`src/design/slc_ram.sv`:
```
// Simple dual-port synchronous RAM with one write port and a registered read port.
module slc_ram #(
  parameter int DW = 8,
  parameter int AW = 4
) (
  input  logic          clk,
  input  logic          we,
  input  logic [AW-1:0] waddr,
  input  logic [DW-1:0] wdata,
  input  logic [AW-1:0] raddr,
  output logic [DW-1:0] rdata
);

  logic [DW-1:0] mem [2**AW];

  always_ff @(posedge clk) begin
    if (we) begin
      mem[waddr] <= wdata;
    end
    rdata <= mem[raddr];
  end

endmodule

```
`config.mk`:
```
export PLATFORM = sky130hd
export DESIGN_NAME = slc_ram
export DESIGN_NICKNAME = d
export VERILOG_FILES = /design/src/design/slc_ram.sv
export SDC_FILE = /design/constraint.sdc
export NUM_CORES = 1
export LEC_CHECK = 0
export ABC_AREA = 1
export BUFFER_PORTS_ARGS = -buffer_cell sky130_fd_sc_hd__buf_4
export CAP_MARGIN = 10
export CELL_PAD_IN_SITES_DETAIL_PLACEMENT = 1
export CELL_PAD_IN_SITES_GLOBAL_PLACEMENT = 2
export CORE_UTILIZATION = 25
export CTS_CLUSTER_DIAMETER = 100
export DETAILED_ROUTE_END_ITERATION = 8
export GPL_TIMING_DRIVEN = 0
export PLACE_DENSITY = 0.57
export SLEW_MARGIN = 40
export SYNTH_ARGS = -nofsm -noshare
export SYNTH_HDL_FRONTEND = slang
export SYNTH_SLANG_ARGS = --single-unit
```
`constraint.sdc`:
```
create_clock -name clk -period 1.9 [get_ports clk]
set_clock_uncertainty 0.2 [all_clocks]
set_input_delay 0.19 -clock clk [delete_from_list [all_inputs] [get_ports clk]]
set_output_delay 0.19 -clock clk [all_outputs]
set_load 0.05 [all_outputs]
```
==> flow_summary.ini <==
[setup_path]
critPathLaunchType = input pin
critPathMaxFanout = 8
endpoint_kind = flop
worstSetupPathType = input pin to flop
required_ns = 1.76
arrival_ns = 1.18

[cts]
cts_htree_levels = 4
cts_tree = done
cts_sinks = 136
ctsResizeCount = 0
cts_buffers = 17
clock-root-buffer = clkbuf_16
clkTransAtPathRegs_ns = 0.06
cts_max_path_buffers = 2
clk_latency_ns = 0.43

[floorplan]
core-area_sq_um = 22600
die_w_um = 154
die-area_sq_um = 23700
die_height_um = 154
num_io_pins = 26
fp-row-count = 55
initial_utilization = 0.255

[logic_synthesis]
synth.net_count = 569
yosys_warnings = 0
seq_area_frac_synth = 0.694
avgSynthCellArea_sq_um = 10.5
ys_types = 12
syn_inst = 551
ys_ff_latch = 136
syn_area_sq_um = 5770

[route]
via_per_inst = 4.24
routed_wl_um = 17200
dr_total_vias = 3806
drt-initial-drc-count = 204
first_pass_iters = 4
drc = 0
final_antenna_net_count = 0
avgRoutedWirePerCell_um = 19.1

[sta]
drv_slew = 0
post-route-min-period_ns = 1.33
finalHoldViolCount = 0
relSlewSlack = 0.478
worst_slew_pin_slew_ns = 0.780
grt_setup_unrepaired = false
fin_tns_setup_ns = 0
worst_slack_ns = 0.572
finalHoldWorstSlack_ns = 0.00209
max_freq_mhz = 753
finalSetupViolations = 0
finalCritPeriodShare = 0.699

[place]
numPortBuffers = 22
dp_hpwl_um = 11400
placedCellCount = 858
pre_cts_ws_ns = 0.0103
place_congestion = 0.746

[finish]
area_growth_pct = 21.8
drive_above_1_share = 0.147
nFillCells = 2522
antenna_cells = 0
stdcell_count = 898
nets = 618

[global_route]
grt_pass1_wl_um = 25500
grt_pass1_vias = 3879
antenna_found_initial = 0
grt.total_usage = 0.155
grt_start_max_net_pins = 17
grt-ovfl-total = 0

[pwr]
ir_drop_v = 0.000626
switchingPower_mw = 1.73
sw_frac_of_total = 0.232
seq_power_share = 0.453
intPower_mw = 5.71
leakage_nw = 2.96
power_frac_comb = 0.076
p_per_area_nw_per_um2 = 1060
total_power_mw = 7.44
pwr-share-clk = 0.471

[run_status]
outcome = completed

[min_path]
holdCritPathClass = input pin to flop

[run]
max-cap-violations = 0
## per-stage QoR
stage	utilization	cell area [sq um]
floorplan	-	5770
global placement	0.278	6290
detailed placement	0.279	6310
CTS	0.310	7020
global route	0.310	7020
finish	0.310	7020
## flip-flops by register name, indices dropped and copies added (netlist names)
register / count
rdata: 8
mem: 128
## metal layers
metal | share of wire | track usage
met1 | 0.46 | 0.209
met4 | 0.020 | 0.0600
met2 | 0.47 | 0.244
met5 | 0 | 0
met3 | 0.046 | 0.0313
## cell type report
class / count / area, sq um / area share
multi-input combinational: 289 / 1240 / 0.177
inverter: 102 / 383 / 0.0545
sequential: 136 / 4000 / 0.570
clock inverter: 15 / 200 / 0.0285
timing repair buffer: 30 / 245 / 0.0349
buffer: 24 / 166 / 0.0237
tap: 285 / 357 / 0.0508
clock buffer: 17 / 425 / 0.0606
## placed cells by master, fill, tap and decap left out, drive strengths merged
| master | n |
|---|---|
| clkbuf | 17 |
| dlygate4sd3 | 8 |
| nand2 | 173 |
| nand3 | 97 |
| nor2 | 17 |
| clkinvlp | 3 |
| inv | 105 |
| bufinv | 4 |
| clkinv | 5 |
| nand3b | 2 |
| buf | 46 |
| edfxtp | 128 |
| dfxtp | 8 |
## final timing paths
path	from	to	slack [ns]	cells after the start
hold / removal	raddr[2]	rdata[1]$_DFF_P_	0.002	4
hold reg to reg	mem[4][1]$_DFFE_PP_	rdata[1]$_DFF_P_	0.51	6
setup / recovery	waddr[1]	mem[1][0]$_DFFE_PP_	0.57	4
setup reg to reg	mem[10][4]$_DFFE_PP_	rdata[4]$_DFF_P_	0.62	6
## power by group through the flow
stage	combinational (mW)	sequential [mW]	clock, mW
2_1_floorplan	0.237	3.50	0
3_3_place_gp	0.554	3.43	0
3_5_place_dp	0.561	3.44	0
4_1_cts	0.576	3.37	3.57
5_1_grt	0.621	3.38	3.69
6_report	0.565	3.37	3.50
## what timing repair did
item / 4_1_cts / 5_1_grt
endpoints found under the hold margin: 128 / 0
setup buffers: 0 / 0
hold buffers: 8 / 0
## kinds of logic (layout without fill, tap and decap cells)
group | count (synthesis) | after routing | share of synthesized area
flip-flops | 136 | 136 | 0.694
buffers and inverters | 126 | 188 | 0.0952
AND/OR/NAND/NOR | 289 | 289 | 0.210
## synth_stat cells (all sizes together)
cell type / instances / area, sq um
nand2: 173 / 649
edfxtp: 128 / 3840
inv: 102 / 383
nand3: 97 / 485
buf: 24 / 166
nor2: 17 / 63.8
dfxtp: 8 / 160
nand3b: 2 / 15.0
## worst max-delay path, stage by stage
cell	delay, ns
buf_4	0.12
inv_1	0.07
nand2_1	0.15
nor2_1	0.65
Power figures use the tool's default switching activity.
